===== src/hw/rtl/aprq_ram.sv =====
// Generic single write port RAM with registered read.
// No dependencies.
`timescale 1ns / 1ps
`default_nettype none
module aprq_ram #(
   parameter int WIDTH = 8,
   parameter int DEPTH = 16
) (
   input  wire logic                     clock,
   input  wire logic                     we,
   input  wire logic [$clog2(DEPTH)-1:0] waddr,
   input  wire logic [WIDTH-1:0]         wdata,
   input  wire logic [$clog2(DEPTH)-1:0] raddr,
   output logic      [WIDTH-1:0]         rdata
);
   logic [WIDTH-1:0] mem [DEPTH];

   always_ff @(posedge clock) begin
      if (we) begin
         mem[waddr] <= wdata;
      end
      rdata <= mem[raddr];
   end
endmodule
`default_nettype wire


===== config.mk =====
export PLATFORM = sky130hd
export DESIGN_NAME = aprq_ram
export DESIGN_NICKNAME = d
export VERILOG_FILES = /design/src/hw/rtl/aprq_ram.sv
export SDC_FILE = /design/constraint.sdc
export NUM_CORES = 1
export LEC_CHECK = 0
export BUFFER_PORTS_ARGS = -buffer_cell sky130_fd_sc_hd__buf_2
export CAP_MARGIN = 20
export CORE_MARGIN = 2
export CORE_UTILIZATION = 45
export DETAILED_ROUTE_END_ITERATION = 6
export SYNTH_ARGS = -nofsm -noshare
export SYNTH_HDL_FRONTEND = slang
export SYNTH_SLANG_ARGS = --single-unit

===== constraint.sdc =====
create_clock -name clock -period 3.2 [get_ports clock]
set_clock_uncertainty 0.15 [all_clocks]
set_input_delay 0.8 -clock clock [delete_from_list [all_inputs] [get_ports clock]]
set_output_delay 0.8 -clock clock [all_outputs]
set_load 0.1 [all_outputs]

# [After elaboration in Yosys (flattened, before gate mapping)]
# Memories as Yosys holds them, arrays and structs flattened. A register that Yosys moved wholly into a read port is not among the register bits.
# Cells that the tools add are included.
# W data, S select, Z words.
[op_classes] muxes=2
[ops] operator="$mux W1" count=2
[word_totals] mem_count=1 ramBits=128 register_bits=0 wordCells=3 inputBits=18
[mem_list] memory="mem" depth=16 word_bits=8 read_ports=1 rd_ports_with_merged_regs=1 wr=1 line_no="16" rtl="logic [WIDTH-1:0] mem [DEPTH];"

# [Logic depth before layout (Yosys ltp)]
# Gate-level depths: netlist (run 1).
[logic_depth] word_depth=2 mapped_depth=5 mapped_depth_nobuf=3

# [Least setup slack after synthesis (run 1)]
# No wires, ideal clock.
[synth_timing] path_type="in2reg" start="input port waddr[2]" end="memory mem[0][0], enable pin" stages=2 slack_ns=0.757 arrival_time_ns=1.910 setup_ns=0.383 cell_sequence="or3b_2 nor3_1"
[synth_lines] item="from (decl)" line_no="11" rtl="input wire logic [$clog2(DEPTH)-1:0] waddr,"
[synth_lines] item="to (decl)" line_no="16"
# Straight into the memory's write port.

==> results.txt, run 1 <==
* Status: finished clean
- Total routing resource utilization after global routing: 0.169
- The die is between 100 and 150 um wide.
- The clock reaches the later pin of the worst-skew pair after 0.40 ns.
- The design draws around 0.0043 W.
- Worst Setup End Kind: flop
* Vias after detailed routing: between 2000 and 2500
- The number of antenna diodes in the final layout is 0.
* Upper clock frequency limit: roughly 450 MHz
- The routed design has slightly below 10000 um of wire.
* Final RePlAce weighted congestion: about 0.74
- The analysis attributes to cell leakage a power of around 2.1 nW.
- The number of setup buffers added after CTS is 0.
* Die Y: between 100 and 150 um
- In this run the critical register-to-register path is launched from mem[3][7]$_DFFE_PP_.
- Number of DRC markers after the initial detailed-route iteration: 137
- Setup total negative slack on the finished layout was measured at 0 ns.
- Largest stage delay on the critical path: between 0.5 and 0.6 ns
- Of the total synthesized cell area, the portion taken by XOR and XNOR cells is 0.
- Walking the worst path, the cells encountered are buf_2 -> buf_4 -> mux4_1 -> a22oi_1 -> nand2_1.
* Final period utilization: 0.695
* Cell depth of the worst min-delay path: 3
- The path with the worst hold slack has its endpoint at rdata[0]$_DFF_P_.
- Core area: approximately 0.011 mm2
- Final instance count without filler cells: ~440
- Power spread over the standard cell area amounts to around 690 mW/mm2.
- Sink count of the clock tree: around 140
- Pins over their slew limit: 0
- H-tree level count: 4
- The slowest stage of the critical path is the sky130_fd_sc_hd__mux4_1 cell.
- Before antenna repair, the detailed router went through 4 iterations.
- Of the cells placed in the final design, the portion with a size suffix greater than 1 is 0.311.
- Worst hold slack after final layout: 0.526 ns
* TritonCTS clock tree: yes
* Layout area overhead: 19.4%
* Filler cell count in the final layout: between 800 and 900
* Die Footprint: roughly 0.012 mm2
- Across the run, the number of max-cap violations was 0.
- Post-synthesis mux area share: 0.150
- Final setup violation count: 0
* Number of I/O port buffers: 25
- The largest total area in the synthesized netlist belongs to sky130_fd_sc_hd__edfxtp_1.
- Synthesis produced a netlist with a net count of approximately 250.
* DRC Markers: 0
- Synthesized netlist cell count: between 200 and 250
* Slew @ Worst Pin: between 0.7 and 0.8 ns
- The setup check on the worst reg-to-reg path leaves a slack of 1.69 ns.
- Measured against its own limit, the worst slew margin works out to 0.481.
- The worst hold path belongs to the class flop to flop.
- Sum of overflow across all layers after global routing: 0
* VDD IR max: between 0.0003 and 0.0004 V
* Share of the synthesized area in compound gates (AO/OA/AOI/OAI): 0.0233
- Element type at the critical path start: input pin
* Post-detailed-route via-to-cell ratio: around 5.5
- The detail route stage leaves a number of antenna-violating nets equal to 0.
- Average size of a mapped cell: 22.5 um2
- After floorplanning, the core was divided into 39 placement rows.
- Dominant combinational cell family by area after synthesis: multiplexers
- Synth area leaders: sky130_fd_sc_hd__edfxtp_1 75%, sky130_fd_sc_hd__mux4_2 7.9%, sky130_fd_sc_hd__mux4_1 7.1%
- Netlist area before placement: between 0.005 and 0.006 mm2
- Summing all flip-flop and latch instances after layout gives 0.00400 mm2.
- Adder-Cell Fraction of Synth Area: 0
- Number of unique standard cell types used by synthesis: 19
- 26 I/O pins were placed.
- RSZ-0062 raised after global routing: no
* Sequential share of the synthesized area: 0.778
* Reg2reg path depth: 3
- Clk slew on worst S/H paths: around 0.05 ns
- The share of synthesized area in the top cell type comes to 0.747.
* Stages on worst setup path: 5
- By startpoint and endpoint, the worst setup path is classified as input pin to flop.
- Yosys printed 0 warnings.
* Hold buffer count at cts: 0
* Delay-heaviest family, CP: buffers and inverters
* Largest fanout on the critical path: 10
- Simple logic cell fraction of the synthesized area: 0.0318
- The root buffer cell chosen for the clock tree is sky130_fd_sc_hd__clkbuf_16.
- Data arrival time at the worst-slack endpoint: around 2.4 ns
* Vias in the first global route: 2458
* Number of buffers created by CTS: 17
* Largest net degree at the start of global routing: 20
- The first global-routing pass estimated approximately 15000 um of wire.
- In the final routed layout, each cell accounts on average for between 20 and 25 um.
- Multi-input gate area in the final layout: approximately 0.0011 mm2
- Count of nets after finishing: about 300
- The worst hold path begins at mem[15][0]$_DFFE_PP_.
- Deepest clock path buffer count: 2
* Final design utilization: 0.545
- Once placement completed, the tool counted placed cells totaling between 400 and 500.
- After legalization and detailed placement, the total HPWL measured 6450 um.
- For this configuration, the core starts out at a cell density of 0.457.
- At the worst endpoint, the required time is approximately 3.3 ns.
- Quantity of gates resized following cts: 0
* Number of register bits inferred by synthesis: about 140
- Initial antenna violation count: 0
- The critical path contains buffers and inverters numbering 2 combined.
- Min Tclk post-route: approximately 2.2 ns
* Final hold violations: 0
* Reg-to-reg critical path endpoint: rdata[7]$_DFF_P_
how the worst max path moves through the flow:
| stage | slack (ns) | to | from |
|---|---|---|---|
| after global routing | 0.90 | rdata[6]$_DFF_P_ | raddr[0] |
| after detailed placement | 0.55 | rdata[3]$_DFF_P_ | raddr[0] |
| final | 0.98 | rdata[3]$_DFF_P_ | raddr[0] |
| after global placement | 0.54 | rdata[3]$_DFF_P_ | raddr[0] |
| after floorplan | 0.76 | mem[0][0]$_DFFE_PP_ | waddr[2] |
| after CTS | 0.97 | rdata[3]$_DFF_P_ | raddr[0] |
report_power, final:
group | leakage, nW | switching [W] | total [W] | internal (W)
Sequential | 1.22 | 0.0000130 | 0.00201 | 0.00199
Clock | 0.301 | 0.000665 | 0.00198 | 0.00132
Combinational | 0.586 | 0.000188 | 0.000268 | 0.0000800
Total | 2.11 | 0.000866 | 0.00425 | 0.00339
synthesized netlist by cell type:
master,instances
sky130_fd_sc_hd__buf_6,3
sky130_fd_sc_hd__nand3_1,1
sky130_fd_sc_hd__mux4_2,18
sky130_fd_sc_hd__buf_4,1
sky130_fd_sc_hd__clkdlybuf4s25_2,3
sky130_fd_sc_hd__or3b_2,1
sky130_fd_sc_hd__and2_1,1
sky130_fd_sc_hd__nand2_1,9
sky130_fd_sc_hd__a22oi_1,16
sky130_fd_sc_hd__nand2b_1,2
sky130_fd_sc_hd__nor2b_1,1
sky130_fd_sc_hd__and2b_1,1
sky130_fd_sc_hd__mux4_1,14
sky130_fd_sc_hd__nand3b_1,2
sky130_fd_sc_hd__nor3_1,4
sky130_fd_sc_hd__edfxtp_1,128
sky130_fd_sc_hd__nor2_1,13
sky130_fd_sc_hd__buf_2,3
sky130_fd_sc_hd__dfxtp_1,8
routing by layer:
layer	up-vias	track usage	wire length [um]
met1	1250	0.235	4390
met4	0	0.0550	90
met3	7	0.0492	593
met5	-	0	0
met2	80	0.260	4750
li1	1084	-	-
area by class of cell:
cell class	instances	area share
clock inverters	10	0.0244
flip-flops and latches	136	0.652
multi-input cells	83	0.172
well taps	143	0.0291
repair buffers	45	0.0489
clock buffers	22	0.0739
stage by stage:
stage	instance area [um2]	setup slack [ns]
final	6140	0.977
after global routing	6140	0.900
after CTS	6140	0.974
after detailed placement	5540	0.551
after global placement	5540	0.542
after floorplan	5150	0.757
worst min-delay path: stages, from the launching register on:
cell and delay (ns):
sky130_fd_sc_hd__edfxtp_1 0.31, sky130_fd_sc_hd__mux4_2 0.22, sky130_fd_sc_hd__a22oi_1 0.06, sky130_fd_sc_hd__nand2_1 0.06
layout by cell type (no fill, tap or decap), drive strengths merged:
master,n
a22oi,16
nor2b,1
nor2,13
nand2b,2
nand3,1
clkinv,6
and2b,1
buf,45
mux4,32
clkbuf,22
nand2,9
dfxtp,8
nor3,4
nand3b,2
edfxtp,128
or3b,1
and2,1
bufinv,4
kinds of logic (layout without fill, tap and decap cells):
group / after synthesis / in the layout
muxes: 32 / 32
DFF: 136 / 136
AOI/OAI and AO/OA: 16 / 16
buffers and inverters: 10 / 77
and+or+nand+nor: 35 / 35
sequential cells by signal (all words and copies together) (netlist names):
name and count:
rdata 8, mem 128
No activity file was read; power rests on OpenSTA's default activity.
==> inputs of run 2 (changes only) <==
==> constraint.sdc (replaced) <==
create_clock -name clock -period 1.81 [get_ports clock]
set_clock_uncertainty 0.15 [all_clocks]
set_input_delay 0.4525 -clock clock [delete_from_list [all_inputs] [get_ports clock]]
set_output_delay 0.4525 -clock clock [all_outputs]
set_load 0.1 [all_outputs]
==> results.txt, run 2 (synthesis gave the netlist of run 1 again) <==
* Status: finished clean
* Multi-input gate area in the final layout: 0.00106 mm2 (+0.47%)
* Total routing resource utilization after global routing: 0.174 (+0.00573)
* Hold buffer count at cts: 0 (unchanged)
* Class of the worst hold path: input pin to flop
- The worst hold path terminates at mem[0][5]$_DFFE_PP_.
- Critical path data required time: 1.21 ns (-2.12 ns)
* Worst path bufs/invs: 1 (-1)
* Largest fanout on the critical path: 1 (-9)
- The worst path arrival time was 1.14 ns (-1.21 ns).
* Largest net degree at the start of global routing: 25 (+25%)
- Clock root buffer master: sky130_fd_sc_hd__clkbuf_16
- Leaving out fill and tap cells, the most frequent cells in the layout are 128 x sky130_fd_sc_hd__edfxtp_1, 30 x sky130_fd_sc_hd__buf_4, 22 x sky130_fd_sc_hd__buf_2.
- Global-route wire length before repair: 15200 um (+2.4%)
- Initial antenna violation count: 0 (unchanged)
* Upper clock frequency limit: roughly 570 MHz
* Placed Area: 0.00565 mm2 (+2.0%)
* Crit Reg-Reg Startpoint: mem[3][4]$_DFFE_PP_
- Final setup violation count: 0 (unchanged)
- The length in cells of the worst reg-to-reg path is 3 (unchanged).
* Number of top-level pins: 26 (unchanged)
- Max-cap violation count: 0 (unchanged)
- The vertical die dimension was 111 um (unchanged).
- Deepest clock path buffer count: 2 (unchanged)
* Most common library cell in the layout ignoring fill and taps: sky130_fd_sc_hd__edfxtp_1
* Sum of overflow across all layers after global routing: 0 (unchanged)
- The number of vias in the routed layout was 2434 (+0.54%).
- Layout area overhead: 22.9%
* Setup TNS after final layout: 0 ns (unchanged)
* Sink count of the clock tree: 136 (unchanged)
- The critical path is of the flop to output port type.
- Number of buffers created by CTS: 17 (unchanged)
- DRC Markers: 0 (unchanged)
- The relative max-transition margin is 0.488 (+0.00757).
- Slew @ Worst Pin: 0.765 ns (-0.0113 ns)
- The via count of the first global-routing pass was 2499 (+1.7%).
- Number of DRC markers after the initial detailed-route iteration: 231 (+69%)
- The storage element area came to 0.00400 mm2 (unchanged).
- In this run the critical register-to-register path is captured at rdata[4]$_DFF_P_.
* Post-detailed-route via-to-cell ratio: 5.41 (-1.9%)
- The starting density of the core was 0.457 (unchanged).
- Number of optimization iterations in the first detailed-route pass: 4 (unchanged)
* Post-route antenna net violation count: 0 (unchanged)
- Die Footprint: 0.0123 mm2 (unchanged)
* Cells along the critical path: buf_2
* Clock latency at the later pin of the worst-skew pair: 0.41 ns (about the same)
- H-tree level count: 4 (unchanged)
* Critical Path Slowest Stage Cell: sky130_fd_sc_hd__buf_2
- The flip-flop count of the largest register, all copies and words added is 128 (unchanged).
* Count of nets after finishing: 312 (+3.7%)
* Register name with the most flops: mem
* Final RePlAce weighted congestion: 0.786 (+6.1%)
- The worst setup path is captured at an output port.
- The final instance area is 0.00632 mm2 (+2.9%).
* Number of buffers added for setup after CTS: 0 (unchanged)
* TritonCTS clock tree: yes
- Delay-heaviest family, CP: buffers and inverters
- The count of port buffers added during placement is 25 (unchanged).
* RSZ-0062 raised after global routing: no
- The total wire length is 9800 um (-0.17%).
- The total core area is 0.0113 mm2 (unchanged).
- The worst ir drop on vdd came to 0.000659 V (+88%).
* Slack of the worst reg-to-reg path: 0.26 ns (-1.43 ns)
- Largest stage delay on the critical path: 0.41 ns (-0.15 ns)
- Startpoint of the lowest-slack hold path: wdata[5]
* Clk slew on worst S/H paths: 0.06 ns (about the same)
- Regs by FF count: mem x128, rdata x8
- Row count: 39 (unchanged)
- Total power per unit cell area: 1240 mW/mm2 (+79%)
- Subtracting the final worst setup slack from the clock period gives about 1.7 ns.
- P_leak: 2.20 nW (+4.1%)
- Antenna diode count: 0 (unchanged)
* Filler cell count in the final layout: 847 (-3.0%)
- The number of cells on the worst hold path came to 1 (-2).
* Avg WL per Cell: 21.8 um (-2.6%)
* Share of layout cells above drive strength 1: 0.352 (+0.0410)
- Quantity of gates resized following cts: 3 (+3)
- Final period utilization: 0.961
- The horizontal extent of the die was 111 um (unchanged).
- The count of pins over their slew limit is 0 (unchanged).
* Element type at the critical path start: flop
- Final hold violations: 0 (unchanged)
- Final HPWL DP: 6210 um (-3.8%)
-- run 2: worst max path at each step --
stage	start	to	slack, ns	cells after the start
CTS	rdata[2]$_DFF_P_	rdata[2]	0.05	1
global placement	raddr[0]	rdata[2]$_DFF_P_	-0.20	6
detailed placement	raddr[0]	rdata[1]$_DFF_P_	-0.21	6
finish	rdata[2]$_DFF_P_	rdata[2]	0.07	1
floorplan	waddr[2]	mem[3][0]$_DFFE_PP_	-0.06	2
global route	rdata[7]$_DFF_P_	rdata[7]	0.03	1
-- run 2: worst reg2reg max path, cell delays in order (launching register included) --
cell and delay [ns]:
sky130_fd_sc_hd__edfxtp_1 0.41, sky130_fd_sc_hd__mux4_2 0.51, sky130_fd_sc_hd__a22oi_1 0.28, sky130_fd_sc_hd__nand2_1 0.09
-- run 2: final cells by class --
type,count,area share
tap,143,0.0283
multi-input combinational,83,0.168
clock inverter,15,0.0378
clock buffer,17,0.0673
sequential,136,0.633
timing repair buffer,56,0.0657
-- run 2: power breakdown --
group	switching, W	total (W)	internal (W)
registers	0.0000219	0.00354	0.00352
logic	0.000334	0.000501	0.000167
clock network	0.00131	0.00380	0.00248
-- run 2: metal layers --
metal,wire length (um),vias to the layer above,GRT usage
met5,0,-,0
met4,84,0,0.0483
met3,415,8,0.0585
met2,4990,61,0.275
met1,4310,1264,0.236
li1,-,1101,-
-- run 2: per-stage QoR --
step	cells	util	power (W)	worst slack [ns]	hold slack [ns]
4_1_cts	450	0.561	0.00791	0.0456	0.252
3_3_place_gp	418	0.501	0.00410	-0.198	0.508
5_1_grt	450	0.561	0.00809	0.0250	0.271
3_5_place_dp	418	0.501	0.00411	-0.212	0.517
2_1_floorplan	229	-	0.00393	-0.0586	0.401
6_report	450	0.561	0.00784	0.0698	0.268
