--- config.mk ---
export PLATFORM = sky130hd
export DESIGN_NAME = aprq_cell
export DESIGN_NICKNAME = d
export VERILOG_FILES = /design/src/hw/rtl/aprq_pkg.sv /design/src/hw/rtl/aprq_cell.sv
export SDC_FILE = /design/constraint.sdc
export NUM_CORES = 1
export LEC_CHECK = 0
export ABC_AREA = 1
export ABC_CLOCK_PERIOD_IN_PS = 3990
export BUFFER_PORTS_ARGS = -buffer_cell sky130_fd_sc_hd__buf_2
export CAP_MARGIN = 20
export CORE_MARGIN = 3
export CORE_UTILIZATION = 38
export CTS_CLUSTER_DIAMETER = 80
export DETAILED_ROUTE_END_ITERATION = 12
export PLACE_DENSITY = 0.79
export SETUP_SLACK_MARGIN = 0.2
export SLEW_MARGIN = 20
export SYNTH_ARGS = -nofsm -noshare
export SYNTH_HDL_FRONTEND = slang
export SYNTH_SLANG_ARGS = --single-unit
export TNS_END_PERCENT = 100
--- constraint.sdc ---
create_clock -name clock -period 3.99 [get_ports clock]
set_clock_uncertainty 0.15 [all_clocks]
set_input_delay 0.798 -clock clock [delete_from_list [all_inputs] [get_ports clock]]
set_output_delay 0.798 -clock clock [all_outputs]
set_load 0.01 [all_outputs]
--- src/hw/rtl/aprq_pkg.sv ---
// Shared constants, codes and types for the aging priority ready queue.
// No dependencies; imported by every other file of the block but aprq_ram.
`timescale 1ns / 1ps
`default_nettype none
package aprq_pkg;

   localparam int NUM_PROC   = 64;
   localparam int QDEPTH     = 64;
   localparam int WAIT_BITS  = 16;
   localparam int PID_W      = $clog2(NUM_PROC);
   localparam int IDX_W      = $clog2(QDEPTH);
   localparam int CNT_W      = $clog2(QDEPTH + 1);
   localparam int KEY_W      = 5;
   localparam int BASE_W     = 4;
   localparam int SUM_W      = 32;
   localparam int ECNT_W     = 16;

   localparam logic [WAIT_BITS-1:0] WAIT_MAX   = '1;
   localparam logic [BASE_W-1:0]    BASE_LIMIT = 4'd15;
   localparam logic [KEY_W-1:0]     KEY_MAX    = '1;

   localparam logic [1:0] OP_PUSH = 2'd0;
   localparam logic [1:0] OP_POP  = 2'd1;
   localparam logic [1:0] OP_TICK = 2'd2;

   localparam logic [1:0] ST_OK    = 2'd0;
   localparam logic [1:0] ST_EMPTY = 2'd1;
   localparam logic [1:0] ST_FULL  = 2'd2;

   localparam logic [2:0] CMD_HOLD = 3'd0;
   localparam logic [2:0] CMD_PUSH = 3'd1;
   localparam logic [2:0] CMD_POP  = 3'd2;
   localparam logic [2:0] CMD_TICK = 3'd3;
   localparam logic [2:0] CMD_SORT = 3'd4;

   // one queue entry with its private copy of the process record
   typedef struct packed {
      logic                 valid;
      logic [PID_W-1:0]     pid;
      logic [WAIT_BITS-1:0] wait_cnt;
      logic [KEY_W-1:0]     cur;
      logic [BASE_W-1:0]    base;
      logic [CNT_W-1:0]     dups;
   } cell_type;

   typedef struct packed {
      logic [2:0]           cmd;
      logic [PID_W-1:0]     pid;
      logic [BASE_W-1:0]    bp;
      logic [WAIT_BITS-1:0] lk_wait;
      logic [CNT_W-1:0]     lk_dups;
      logic [WAIT_BITS-1:0] thr;
      logic                 phase;
      logic [CNT_W-1:0]     count;
      logic [PID_W-1:0]     pop_pid;
   } ctl_type;

   typedef struct packed {
      logic [ECNT_W-1:0]    entries;
      logic [SUM_W-1:0]     sum;
      logic [WAIT_BITS-1:0] wmax;
      logic [WAIT_BITS-1:0] wmin;
   } stat_type;

   localparam int STAT_W = $bits(stat_type);
   localparam stat_type STAT_RESET = '{entries: '0, sum: '0, wmax: '0, wmin: WAIT_MAX};

endpackage
`default_nettype wire

--- src/hw/rtl/aprq_cell.sv ---
// One slot of the ready queue row: holds an entry, ages it, shifts and swaps it.
// Depends on aprq_pkg.
`timescale 1ns / 1ps
`default_nettype none
module aprq_cell import aprq_pkg::*; (
   input  wire logic             clock,
   input  wire logic             reset,
   input  wire ctl_type          ctl,
   input  wire logic [IDX_W-1:0] idx,
   input  wire cell_type         left,
   input  wire cell_type         right,
   input  wire logic             sw_from_left,
   output logic                  sw_right,
   output cell_type              q
);
   cell_type q_ff, q_in;
   logic [WAIT_BITS:0] wsum;
   logic [CNT_W-1:0]   steps;
   logic [KEY_W+CNT_W-1:0] csum;
   cell_type nx;

   assign q = q_ff;

   // left member of a compare pair swaps when its key is strictly lower (keeps it stable)
   assign sw_right = (ctl.cmd == CMD_SORT) && (idx[0] == ctl.phase) && q_ff.valid
                     && right.valid && (q_ff.cur < right.cur);

   // tick: all dup entries of a process step the shared wait, so apply dups steps at once
   always_comb begin
      wsum  = {1'b0, q_ff.wait_cnt} + (WAIT_BITS+1)'(q_ff.dups);
      steps = '0;
      if (ctl.thr == WAIT_MAX) begin
         if (q_ff.wait_cnt == WAIT_MAX) begin
            steps = q_ff.dups;
         end else if (wsum >= {1'b0, WAIT_MAX}) begin
            steps = CNT_W'(wsum - {1'b0, WAIT_MAX} + 1'b1);
         end
      end else if ((q_ff.wait_cnt < ctl.thr) && ({1'b0, ctl.thr} <= wsum)) begin
         steps = CNT_W'(1);
      end
      if (q_ff.base >= BASE_LIMIT) begin
         steps = '0;
      end
      csum = (KEY_W+CNT_W)'(q_ff.cur) + (KEY_W+CNT_W)'(steps);
   end

   always_comb begin
      q_in = q_ff;
      nx   = right;
      case (ctl.cmd)
         CMD_PUSH: begin
            if (q_ff.valid && q_ff.pid == ctl.pid) begin
               q_in.cur  = {1'b0, ctl.bp};
               q_in.base = ctl.bp;
               q_in.dups = q_ff.dups + 1'b1;
            end
            if ({1'b0, idx} == ctl.count) begin
               q_in.valid    = 1'b1;
               q_in.pid      = ctl.pid;
               q_in.wait_cnt = ctl.lk_wait;
               q_in.cur      = {1'b0, ctl.bp};
               q_in.base     = ctl.bp;
               q_in.dups     = ctl.lk_dups + 1'b1;
            end
         end
         CMD_POP: begin
            if (nx.valid && nx.pid == ctl.pop_pid) begin
               nx.wait_cnt = '0;
               nx.cur      = {1'b0, nx.base};
               nx.dups     = nx.dups - 1'b1;
            end
            q_in = nx;
         end
         CMD_TICK: begin
            if (q_ff.valid) begin
               q_in.wait_cnt = wsum[WAIT_BITS] ? WAIT_MAX : wsum[WAIT_BITS-1:0];
               q_in.cur      = (csum > (KEY_W+CNT_W)'(KEY_MAX)) ? KEY_MAX : csum[KEY_W-1:0];
            end
         end
         CMD_SORT: begin
            if (sw_right) begin
               q_in = right;
            end else if (sw_from_left) begin
               q_in = left;
            end
         end
         default: begin
            q_in = q_ff;
         end
      endcase
   end

   always_ff @(posedge clock) begin
      if (reset) begin
         q_ff <= '0;
      end else begin
         q_ff <= q_in;
      end
   end
endmodule
`default_nettype wire

Yosys cells after proc, flatten, opt, wreduce, memory -nomap -nowiden
Index checks and enable logic that the tools add are counted.
{"block": "op_classes", "add_sub_neg": 7, "magnitude_cmp": 6, "n_eq_ne": 14, "mux": 17, "reduce_logical": 13}
{"operator": "$mux W39", "n": 3}
{"operator": "$pmux W21 S4", "n": 1}
{"operator": "$mux W21", "n": 2}
{"operator": "$mux W7", "n": 5}
{"operator": "$pmux W11 S3", "n": 1}
{"operator": "$eq A16 B16 Y1 const B", "n": 2}
{"operator": "$mux W16", "n": 2}
{"operator": "$add A7 B1 Y7 const B", "n": 3}
{"operator": "$pmux W7 S3", "n": 1}
{"operator": "$add A16 B7 Y17", "n": 1}
{"operator": "$ge A17 B16 Y1 const B", "n": 1}
{"operator": "$le A16 B17 Y1", "n": 1}
{"operator": "$lt A16 B16 Y1", "n": 1}
{"operator": "$eq A6 B6 Y1", "n": 2}
{"operator": "$add A5 B7 Y8", "n": 1}
{"operator": "$gt A8 B5 Y1 const B", "n": 1}
{"operator": "$reduce_and A4 Y1", "n": 2}
{"operator": "$eq A6 B7 Y1", "n": 1}
{"operator": "$logic_and A1 B1 Y1", "n": 7}
{"operator": "$sub A7 B1 Y7 const B", "n": 1}
{"operator": "$sub A7 B7 Y7 const B", "n": 1}
{"operator": "$eq A3 B2 Y1 const B", "n": 2}
{"operator": "$ne A3 B3 Y1 const B", "n": 2}
{"operator": "$reduce_and A3 Y1", "n": 2}
{"operator": "other kinds (10)", "n": 11}
{"block": "word_totals", "reg_bits": 39, "inputBits": 153, "output_inout_bits": 40, "wordCells": 63}

Depth between registers and ports, before layout
Gate-level depths: netlist of the first run.
{"block": "logic_depth", "word_depth": 12, "depth_mapped": 37, "depth_no_buf": 37}

Least setup slack after synthesis of the first run
Ideal clock, no wire load.
{"block": "synth_path", "path_kind": "flip-flop to flip-flop", "start": "reg q_ff, in the netlist q[16]", "end": "reg q_ff, in the netlist q[11]", "setup_time_ns": 0.134, "arrival_ns": 4.222, "required_ns": 3.706, "setup_slack_ns": -0.516, "path_stages_with_launch": 34, "path_buffers": 0, "period_less_slack_ns": 4.506, "path_cell_list": "dfxtp_1 -> ha_1 -> inv_1 -> fa_1 -> inv_1 -> nand3_1 -> nand3b_1 -> nand2_1 -> ha_1 -> nand2_1 -> nor2_1 -> nand3_1 -> o211ai_1 -> a21o_1 -> a21oi_1 -> o21ai_0 -> a21oi_1 -> nor2_1 -> o21ai_0 -> nand2_1 -> nand2_1 -> nand2_1 -> a21oi_1 -> ha_1 -> fa_1 -> a21o_1 -> a21oi_1 -> nor2_1 -> nor3_1 -> nand2_1 -> o21ai_2 -> nand2_1 -> o21ai_0 -> a21oi_1"}
{"block": "synth_between", "elab_chain_len": 12, "elab_cells_between_ends": 18, "cone_classes": "add/sub: 4; order compare: 4; eq/ne: 1; mux: 8; reduce/logical: 1"}
{"item": "from (decl)", "line": "aprq_cell.sv:16", "source": "cell_type q_ff, q_in;"}
{"item": "from (signal assigned)", "line": "aprq_cell.sv:97", "source": "q_ff <= q_in;"}
{"item": "$add A16 B7 Y17", "line": "aprq_cell.sv:30", "source": "wsum = {1'b0, q_ff.wait_cnt} + (WAIT_BITS+1)'(q_ff.dups);"}
{"item": "$sub A7 B7 Y7", "line": "aprq_cell.sv:36", "source": "steps = CNT_W'(wsum - {1'b0, WAIT_MAX} + 1'b1);"}
{"item": "$add A7 B1 Y7", "line": "aprq_cell.sv:36"}
{"item": "$mux W7", "line": "aprq_cell.sv:35", "source": "end else if (wsum >= {1'b0, WAIT_MAX}) begin"}
{"item": "$mux W7", "line": "aprq_cell.sv:33", "source": "if (q_ff.wait_cnt == WAIT_MAX) begin"}
{"item": "$mux W7 *", "line": "aprq_cell.sv:32", "source": "if (ctl.thr == WAIT_MAX) begin"}
{"item": "$mux W7 *", "line": "aprq_cell.sv:41", "source": "if (q_ff.base >= BASE_LIMIT) begin"}
{"item": "$add A5 B7 Y8 *", "line": "aprq_cell.sv:44", "source": "csum = (KEY_W+CNT_W)'(q_ff.cur) + (KEY_W+CNT_W)'(steps);"}
{"item": "$gt A8 B5 Y1", "line": "aprq_cell.sv:77", "source": "q_in.cur = (csum > (KEY_W+CNT_W)'(KEY_MAX)) ? KEY_MAX : csum[KEY_W-1:0];"}
{"item": "$mux W5 *", "line": "aprq_cell.sv:77"}
{"item": "$mux W21 *", "line": "aprq_cell.sv:75", "source": "if (q_ff.valid) begin"}
{"item": "$pmux W21 S4 *", "line": "aprq_cell.sv:50", "source": "case (ctl.cmd)"}
Mark *: on every way between the ends. The rest lies on a longest branch, timed or not. The select of a mux whose other input is x is not followed.
A chain may end at the register's enable or synchronous reset.

Worst setup path after layout of the first run
{"block": "layout_path", "start": "reg q_ff, in the netlist q[0]", "end": "reg q_ff, in the netlist q[15]"}
Same word-level chain as after synthesis.

==> run_results.csv, run 1 <==
group,metric,value,unit
global_routing,antenna_found_initial,0,
critical_path,worstSetupStartpointType,"flop",
detailed_routing,drtIter0Drc,393,
power,power.switching,0.6269,mW
timing,rsz0062_at_grt,"true",
logic_synthesis,avgSynthCellArea,5.958,um^2
global_routing,grt-ovfl-total,0,
worst_hold_path,hp-class,"reg2reg",
logic_synthesis,synth_compound_gate_area_share,0.2577,
logic_synthesis,yosysUniqueCellTypes,53,
global_routing,grt_pass1_wl,31540,um
final_layout,fin_nets,1348,
clocking,cts_max_level,2,
logic_synthesis,synth_fp_nets,1085,
floorplan,dieHeight,123.5,um
logic_synthesis,yosysWarnings,0,
logic_synthesis,synthMuxAreaShare,0.001907,
logic_synthesis,synth_area,5249,um^2
logic_synthesis,synthArstFlopShare,0,
timing,period_share,1.104,
detailed_routing,wirelength,20660,um
clocking,cts-root-buf,"clkbuf_16",
critical_path,cp_data_arrival_time,4410,ps
clocking,clock_latency,290,ps
logic_synthesis,yosys.area_share.xor_xnor,0.03004,
detailed_routing,antenna_left,0,
logic_synthesis,syn-instance-count,881,
power,ir_worst_vdd,175.1,uV
critical_path,critPathRequiredTime,4000,ps
detailed_routing,drc,0,
critical_path,slowest_stage,"fa_2",
logic_synthesis,synthFlopType,"dfxtp_1",
power,internal_power,1.026,mW
critical_path,worst_path_dominant_cell_family,"adder cells",
detailed_routing,vias,7143,
floorplan,dieArea,15260,um^2
power,power.leakage,3.803,nW
logic_synthesis,synth_fa_ha_area_frac,0.1244,
detailed_routing,wl_per_cell,15.64,um
final_layout,largest_register_ffs,39,
power,total_power,1.652,mW
critical_path,cp_num_buf_inv,4,
global_routing,grt_max_degree,24,
logic_synthesis,yosys.area_share.simple,0.3266,
placement,dp_hpwl,17020,um
logic_synthesis,yosysTopAreaCell,"nand2_1",
timing,fmaxAchievable,0.2270,GHz
critical_path,crit_type,"reg2reg",
global_routing,track_usage,0.2592,
clocking,clock-sinks,39,
timing,relSlewSlack,0.5200,
power,p_seq_frac,0.279,
clocking,cts.clk_slew.worst_paths,70,ps
power,p_per_area,227.6,nW/um^2
status,violations,"negative setup slack",
floorplan,initial_core_util,0.3917,
logic_synthesis,seq_area_frac_synth,0.1487,
critical_path,worst_setup_path_end_kind,"flop",
timing,worst_pin_slew,701.9,ps
final_layout,diodes,0,
critical_path,max_stage_delay,390,ps
logic_synthesis,synth_area_leaders,"nand2_1 15%, dfxtp_1 15%, ha_1 12%, inv_1 8.4%, o21ai_0 8.2%",
final_layout,layout-drive-gt1-share,0.2952,
power,switching_share,0.3794,
floorplan,rows,42,
logic_synthesis,synth_top_family_by_area,"simple AND/OR/NAND/NOR gates",
floorplan,core,13400,um^2
clocking,cts_tree,"yes",
clocking,cts_made_buffers,5,
placement,portBuffers,192,
placement,placed_area,7037,um^2
job,maxCapViolCount,0,
final_layout,final_area,7259,um^2
final_layout,areaGrowthSynthToFinish,38.31,%
timing,fin_ws,-415.4,ps
global_routing,grt_pass1_vias,6542,
power,pwr-share-clk,0.271,
logic_synthesis,synth.top_cell.area_share,0.1516,
floorplan,die_w,123.5,um
logic_synthesis,synth_edf_count,0,
power,combPwrFrac,0.451,
logic_synthesis,ys_seq_elements,39,
final_layout,finish.utilization,0.5417,
critical_path,cp_max_fo,3,
status,status,"finished with violations",
detailed_routing,detail_route.vias_per_cell,5.407,
detailed_routing,drt-pass1-iter-count,5,
timing,period_minus_slack,4405,ps
clocking,cts_buffer_depth,2,
timing,finalMaxSlewViolations,0,
floorplan,boundaryPins,193,
timing,finalSetupViolCount,5,
timing,hold_violations,0,
placement,gp_congestion,0.9570,
[Yosys cell counts (2+ instances only)]
library cell  instances
xor2_1               12
a211oi_1              5
nor2_1               74
nor3_4                2
a21oi_1              82
a21o_1                2
a2111oi_0             4
o211ai_1              9
inv_2                 4
o2111ai_1            14
nor4_1                5
nor3_1               14
nand2_2               2
inv_1               117
buf_2                 8
and3_1                2
o21ai_0              86
a221oi_1              8
clkbuf_1             17
nand3_2               2
nand2_1             212
o21ai_2               2
ha_1                 49
nand3_1              39
o21ai_1               3
xnor2_1               6
or2_2                 3
nand4_1              18
a31oi_1               4
nor2_2                2
nand3b_1              8
buf_1                 2
o22ai_1               5
fa_1                  2
dfxtp_1              39
[timing repair]
item / CTS / global route
endpoints found under the setup margin: 5 / 5
gates resized for setup: 3 / 3
hold endpoints to repair: 0 / 0
hold buffers: 0 / 0
setup buffers: 2 / 3
pin swaps: 5 / 1
[layer usage]
layer  wire, um  share of wire  GRT usage
met5          0              0          0
met4        432          0.021    0.06851
met3       1590          0.077    0.02104
met2       9774           0.47     0.4489
met1       8864           0.43     0.3464
[cell families after synthesis]
group | Yosys count
mux | 1
compound gates | 233
buf+inv | 150
simple gates | 389
xor+xnor | 18
flops | 39
fa+ha+maj | 51
[final cells by class]
cell class              count  area, um^2
fillers                  1343        6141
multi-input cells         692        3970
repair buffers            284        1652
flip-flops and latches     39       793.3
inverters                 122       457.9
well taps                 176       220.2
clock buffers               6       150.1
clock inverters             2       16.27
[metrics by stage]
step	cells	TNS (ps)	hold WS [ps]	setup WS [ps]
final	1321	-1867	348.9	-415.4
after global routing	1321	-3592	367.2	-751.5
after CTS	1318	-1669	346.1	-370.2
after detailed placement	1308	-2001	336.7	-429.3
after global placement	1308	-1448	328.7	-325.1
after floorplan	881	-635.9	349.5	-152.3
[tightest hold or removal path, stage by stage, from the launching register on]
cell and delay [ps]:
dfxtp_2 330, nand2_1 70, a21oi_1 60
[placed cells by master (no fill, tap or decap), types with 9 or more instances in the layout]
cell type and instances:
a21oi_1 78, buf_2 192, buf_4 92, dfxtp_1 33, ha_1 45, inv_1 115, nand2_1 207, nand3_1 38
nand4_1 18, nor2_1 74, nor3_1 13, o2111ai_1 14, o211ai_1 9, o21ai_0 81, xor2_1 12
[path summary, 6_finish.rpt]
check | slack (ps) | to | startpoint | cells after the start
setup / recovery | -420 | q[15] | q[0] | 34
hold / removal | 350 | q[17] | q[17] | 2
setup reg to reg | -420 | q[15] | q[0] | 34
hold reg to reg | 350 | q[17] | q[17] | 2
[power groups by stage]
stage | Sequential [mW] | Combinational, mW | Clock, mW
global route | 0.465 | 0.819 | 0.465
detailed placement | 0.468 | 0.722 | 0
floorplan | 0.486 | 0.365 | 0
global placement | 0.467 | 0.710 | 0
CTS | 0.460 | 0.730 | 0.451
finish | 0.461 | 0.745 | 0.447
Power figures use the tool's default switching activity.
==> inputs of run 2 (changes only) <==
--- a/config.mk
+++ b/config.mk
@@ -14,6 +14,7 @@
 export CTS_CLUSTER_DIAMETER = 80
 export DETAILED_ROUTE_END_ITERATION = 12
 export PLACE_DENSITY = 0.79
+export RECOVER_POWER = 50
 export SETUP_SLACK_MARGIN = 0.2
 export SLEW_MARGIN = 20
 export SYNTH_ARGS = -nofsm -noshare
==> run_results.csv, run 2 (same netlist as run 1, synthesis figures left out) <==
group,metric,value,unit
status,status,"finished with violations",
status,violations,"negative setup slack",
power,total_power,1.648,mW
clocking,clock-sinks,39,
critical_path,rr_worst_depth,34,
global_routing,antenna_found_initial,0,
power,p_per_area,228.0,nW/um^2
detailed_routing,drtIter0Drc,442,
final_layout,finish.utilization,0.5394,
placement,dp_hpwl,17020,um
clocking,cts_buffer_depth,2,
floorplan,core,13400,um^2
timing,period_minus_slack,4400,ps
placement,dp_worst_setup_slack,-429.3,ps
timing,fin_ws,-410.4,ps
timing,finalSetupViolCount,5,
floorplan,dieArea,15260,um^2
timing,fmaxAchievable,0.2273,GHz
timing,fin_tns_setup,-1849,ps
global_routing,grt-ovfl-total,0,
detailed_routing,drt-pass1-iter-count,5,
clocking,cts_made_buffers,5,
detailed_routing,wirelength,20690,um
critical_path,r2r_slack,-410,ps
detailed_routing,antenna_left,0,
clocking,ctsHoldBuffers,0,
critical_path,reg2reg_to,"q[15]",
global_routing,track_usage,0.2592,
detailed_routing,drc,0,
clocking,clock_latency,290,ps
floorplan,dieHeight,123.5,um
critical_path,worst_setup_path_end_kind,"flop",
critical_path,worst_path_dominant_cell_family,"adder cells",
clocking,cts.clk_slew.worst_paths,70,ps
final_layout,layout-drive-gt1-share,0.2769,
clocking,cts-root-buf,"clkbuf_16",
critical_path,max_stage_delay,390,ps
timing,holdWs,367.3,ps
worst_hold_path,min_from,"q[17]",
worst_hold_path,holdPathStages,2,
floorplan,boundaryPins,193,
power,ir_worst_vdd,174.3,uV
detailed_routing,detail_route.vias_per_cell,5.450,
floorplan,die_w,123.5,um
final_layout,final_common_cell,"nand2_1",
critical_path,crit_type,"reg2reg",
critical_path,worstSetupStartpointType,"flop",
critical_path,reg2reg_from,"q[0]",
global_routing,grt_pass1_wl,31540,um
global_routing,grt_pass1_vias,6542,
detailed_routing,wl_per_cell,15.66,um
worst_hold_path,hold_path_end,"q[17]",
job,maxCapViolCount,0,
placement,portBuffers,192,
detailed_routing,vias,7200,
power,power.leakage,3.731,nW
final_layout,mostFrequentLayoutCells,"207 x nand2_1, 176 x buf_2, 115 x inv_1",
global_routing,grt_max_degree,24,
timing,hold_violations,0,
final_layout,areaGrowthSynthToFinish,37.71,%
placement,gp_congestion,0.9570,
final_layout,fin_nets,1348,
timing,worst_pin_slew,714.5,ps
floorplan,initial_core_util,0.3917,
floorplan,rows,42,
timing,relSlewSlack,0.5114,
timing,period_share,1.103,
clocking,cts_tree,"yes",
final_layout,diodes,0,
timing,finalMaxSlewViolations,0,
critical_path,slowest_stage,"fa_2",
critical_path,cp_data_arrival_time,4410,ps
clocking,cts_max_level,2,
critical_path,cp_max_fo,3,
critical_path,critPathRequiredTime,4000,ps
final_layout,largest_register_ffs,39,
critical_path,cp_num_buf_inv,4,
worst_hold_path,hp-class,"reg2reg",
timing,rsz0062_at_grt,"true",
-- run 2: final cells by class --
class	count	area, um^2
Clock inverter	2	16.27
Fill cell	1345	6172
Sequential cell	39	789.5
Timing Repair Buffer	284	1624
Clock buffer	6	150.1
Inverter	122	457.9
Tap cell	176	220.2
Multi-Input combinational cell	692	3970
-- run 2: worst max-delay path by stage --
stage / startpoint / endpoint / depth (start not counted)
final: q[0] / q[15] / 34
after global routing: q[3] / q[13] / 31
after CTS: q[0] / q[15] / 35
after detailed placement: q[0] / q[13] / 33
after global placement: q[0] / q[15] / 35
after floorplan: q[16] / q[15] / 35
-- run 2: layer usage --
| metal | vias up | wire [um] | track usage | share of wire |
|---|---|---|---|---|
| li1 | 3533 | - | - | - |
| met1 | 3241 | 8661 | 0.3464 | 0.42 |
| met2 | 378 | 9733 | 0.4489 | 0.47 |
| met3 | 48 | 1808 | 0.02104 | 0.087 |
| met4 | 0 | 489 | 0.06851 | 0.024 |
| met5 | - | 0 | 0 | 0 |
-- run 2: where the power goes --
group          internal [mW]  switching [mW]  total [mW]
registers              0.425          0.0358       0.461
clock network          0.272           0.175       0.447
logic                  0.323           0.417       0.740
total                   1.02           0.628        1.65
-- run 2: timing repair --
item / CTS / global route
setup buffers: 2 / 3
hold endpoints to repair: 0 / 0
endpoints found under the setup margin: 5 / 5
resized for setup: 3 / 3
pin swaps: 5 / 1
-- run 2: tightest hold or removal path, cell delays in order, from the launching register on --
cell and delay (ps):
dfxtp_1 330, nand2_1 80, a21oi_1 60
-- run 2: stage by stage --
stage	area, um^2	std cells
finish	7228	1321
global route	7228	1321
CTS	7227	1318
detailed placement	7037	1308
global placement	7037	1308
floorplan	5320	881
==> inputs of run 3 (changes only) <==
--- a/config.mk
+++ b/config.mk
@@ -5,7 +5,6 @@
 export SDC_FILE = /design/constraint.sdc
 export NUM_CORES = 1
 export LEC_CHECK = 0
-export ABC_AREA = 1
 export ABC_CLOCK_PERIOD_IN_PS = 3990
 export BUFFER_PORTS_ARGS = -buffer_cell sky130_fd_sc_hd__buf_2
 export CAP_MARGIN = 20
@@ -13,7 +12,7 @@
 export CORE_UTILIZATION = 38
 export CTS_CLUSTER_DIAMETER = 80
 export DETAILED_ROUTE_END_ITERATION = 12
-export PLACE_DENSITY = 0.79
+export PLACE_DENSITY = 0.8
 export RECOVER_POWER = 50
 export SETUP_SLACK_MARGIN = 0.2
 export SLEW_MARGIN = 20
==> run_results.csv, run 3 <==
group,metric,value,unit
final_layout,areaGrowthSynthToFinish,47.54,%
detailed_routing,drtIter0Drc,557,
logic_synthesis,syn-instance-count,636,
clocking,cts_made_buffers,5,
detailed_routing,vias,6382,
final_layout,diodes,0,
clocking,clock_latency,290,ps
timing,fin_tns_setup,-7072,ps
power,total_power,1.505,mW
floorplan,rows,40,
logic_synthesis,yosysUniqueCellTypes,60,
clocking,ctsHoldBuffers,0,
logic_synthesis,synthFlopType,"dfxtp_1",
clocking,clock-sinks,39,
clocking,cts-root-buf,"clkbuf_16",
global_routing,grt_pass1_vias,6187,
floorplan,initial_core_util,0.3924,
logic_synthesis,synthArstFlopShare,0,
power,switching_share,0.3618,
critical_path,critPathRequiredTime,4010,ps
status,status,"finished with violations",
critical_path,cp_max_fo,5,
clocking,cts_max_level,2,
final_layout,layout-drive-gt1-share,0.3710,
power,pwr-share-clk,0.261,
timing,holdWs,378.8,ps
power,p_per_area,213.8,nW/um^2
logic_synthesis,synth_fp_nets,840,
clocking,cts.clk_slew.worst_paths,60,ps
logic_synthesis,yosys.area_share.xor_xnor,0.08259,
floorplan,boundaryPins,193,
critical_path,worst_setup_path_end_kind,"flop",
logic_synthesis,synth_top_family_by_area,"compound AO/OA/AOI/OAI gates",
global_routing,antenna_found_initial,0,
timing,period_minus_slack,5427,ps
global_routing,grt_pass1_wl,30060,um
detailed_routing,antenna_left,0,
logic_synthesis,synth_fa_ha_area_frac,0.1369,
logic_synthesis,avgSynthCellArea,7.503,um^2
final_layout,fill_cells,1145,
placement,gp_congestion,0.9548,
final_layout,largest_register_ffs,39,
power,power.leakage,3.284,nW
power,ir_worst_vdd,146.1,uV
global_routing,grt-ovfl-total,0,
detailed_routing,drc,0,
final_layout,mostFrequentLayoutCells,"175 x buf_2, 110 x buf_4, 70 x nor2_1",
final_layout,regArea,790.8,um^2
timing,finalMaxSlewViolations,0,
timing,period_share,1.360,
power,combPwrFrac,0.448,
logic_synthesis,synth_compound_gate_area_share,0.3275,
logic_synthesis,yosys.area_share.simple,0.2050,
critical_path,cp_data_arrival_time,5450,ps
detailed_routing,drt-pass1-iter-count,5,
critical_path,cpMostUsedCell,"buf_4",
global_routing,grt_max_degree,24,
critical_path,max_stage_delay,560,ps
logic_synthesis,synth_area_leaders,"dfxtp_1 16%, ha_1 13%, a21oi_1 6.0%, nor2_1 5.8%, a211oi_1 4.6%",
timing,finalSetupViolCount,5,
detailed_routing,wl_per_cell,17.32,um
critical_path,slowest_stage,"or4b_4",
logic_synthesis,synth.most_common_cell,"nor2_1",
timing,worst_pin_slew,805.0,ps
placement,portBuffers,192,
detailed_routing,detail_route.vias_per_cell,5.812,
power,p_seq_frac,0.291,
floorplan,dieArea,13940,um^2
job,maxCapViolCount,0,
placement,dp_hpwl,15590,um
critical_path,worstSetupStartpointType,"flop",
global_routing,track_usage,0.2604,
final_layout,fin_nets,1133,
logic_synthesis,synth_common_cells,"74 x nor2_1, 57 x a21oi_1, 49 x ha_1",
logic_synthesis,yosysTopAreaCell,"dfxtp_1",
detailed_routing,wirelength,19020,um
logic_synthesis,synth_edf_count,0,
timing,relSlewSlack,0.4598,
power,internal_power,0.9608,mW
power,power.switching,0.5446,mW
timing,rsz0062_at_grt,"true",
logic_synthesis,synthMuxAreaShare,0.03015,
floorplan,die_w,118.1,um
floorplan,dieHeight,118.1,um
clocking,cts_buffer_depth,2,
timing,hold_violations,0,
clocking,cts_tree,"yes",
worst_hold_path,hp-class,"reg2reg",
final_layout,multi_input_area,3934,um^2
logic_synthesis,yosysWarnings,0,
logic_synthesis,synth_area,4772,um^2
timing,fin_ws,-1437,ps
logic_synthesis,synth.top_cell.area_share,0.1636,
critical_path,crit_type,"reg2reg",
logic_synthesis,seq_area_frac_synth,0.1636,
final_layout,final_common_cell,"buf_2",
timing,fmaxAchievable,0.1843,GHz
logic_synthesis,ys_seq_elements,39,
status,violations,"negative setup slack",
floorplan,core,12160,um^2
[run 3: repair_timing]
| action | in CTS | in global routing |
|---|---|---|
| buffers inserted | 0 | 5 |
| pin swaps | 15 | 22 |
| setup endpoints to repair | 5 | 5 |
| cloned | 0 | 0 |
| resized for setup | 12 | 17 |
[run 3: final cells by class]
class,count,area share
multi-input cells,530,0.5587
repair buffers,315,0.2588
flip-flops and latches,39,0.1123
well taps,168,0.02986
inverters,38,0.02026
clock buffers,6,0.01830
clock inverters,2,0.001777
[run 3: path summary, 6_finish.rpt]
| check | cells after the start | slack (ps) | to | startpoint |
|---|---|---|---|---|
| hold reg to reg | 2 | 380 | q[35] | q[35] |
| hold / removal | 2 | 380 | q[35] | q[35] |
| setup / recovery | 25 | -1440 | q[15] | q[16] |
| setup reg to reg | 25 | -1440 | q[15] | q[16] |
[run 3: cell families after synthesis]
group | after synthesis
AO/OA/AOI/OAI | 217
XOR/XNOR | 45
adder cells (fa/ha/maj) | 51
buffers and inverters | 67
flip-flops | 39
multiplexers | 14
AND/OR/NAND/NOR | 203
[run 3: critical path, delay by kind of cell (launching register included)]
| family | cells | cell delay, ps |
|---|---|---|
| xor gates and xnor gates | 2 | 280 |
| DFF | 1 | 360 |
| buffers and inverters | 4 | 500 |
| AOI/OAI and AO/OA | 10 | 1690 |
| and+or+nand+nor | 5 | 1520 |
| adders and majority gates | 4 | 810 |
[run 3: stage by stage]
step                      cell area [um^2]  instances  setup WS [ps]    util
after floorplan                       4832        636         -994.7       -
after global placement                6788       1085          -1282  0.5581
after detailed placement              6788       1085          -1413  0.5581
after CTS                             6968       1093          -1274  0.5729
after global routing                  7041       1098          -1673  0.5789
final                                 7041       1098          -1437  0.5789
[run 3: power groups by stage]
| stage | clock network (mW) | registers, mW | logic [mW] |
|---|---|---|---|
| 2_1_floorplan | 0 | 0.465 | 0.312 |
| 3_3_place_gp | 0 | 0.445 | 0.641 |
| 3_5_place_dp | 0 | 0.446 | 0.653 |
| 4_1_cts | 0.393 | 0.437 | 0.661 |
| 5_1_grt | 0.407 | 0.441 | 0.742 |
| 6_report | 0.392 | 0.438 | 0.675 |
[run 3: routing by layer]
| layer | global-route usage | vias to the layer above | routed length (um) |
|---|---|---|---|
| li1 | - | 3022 | - |
| met4 | 0.1033 | 0 | 772 |
| met3 | 0.04901 | 67 | 1814 |
| met2 | 0.4369 | 377 | 8803 |
| met5 | 0 | - | 0 |
| met1 | 0.3281 | 2916 | 7627 |
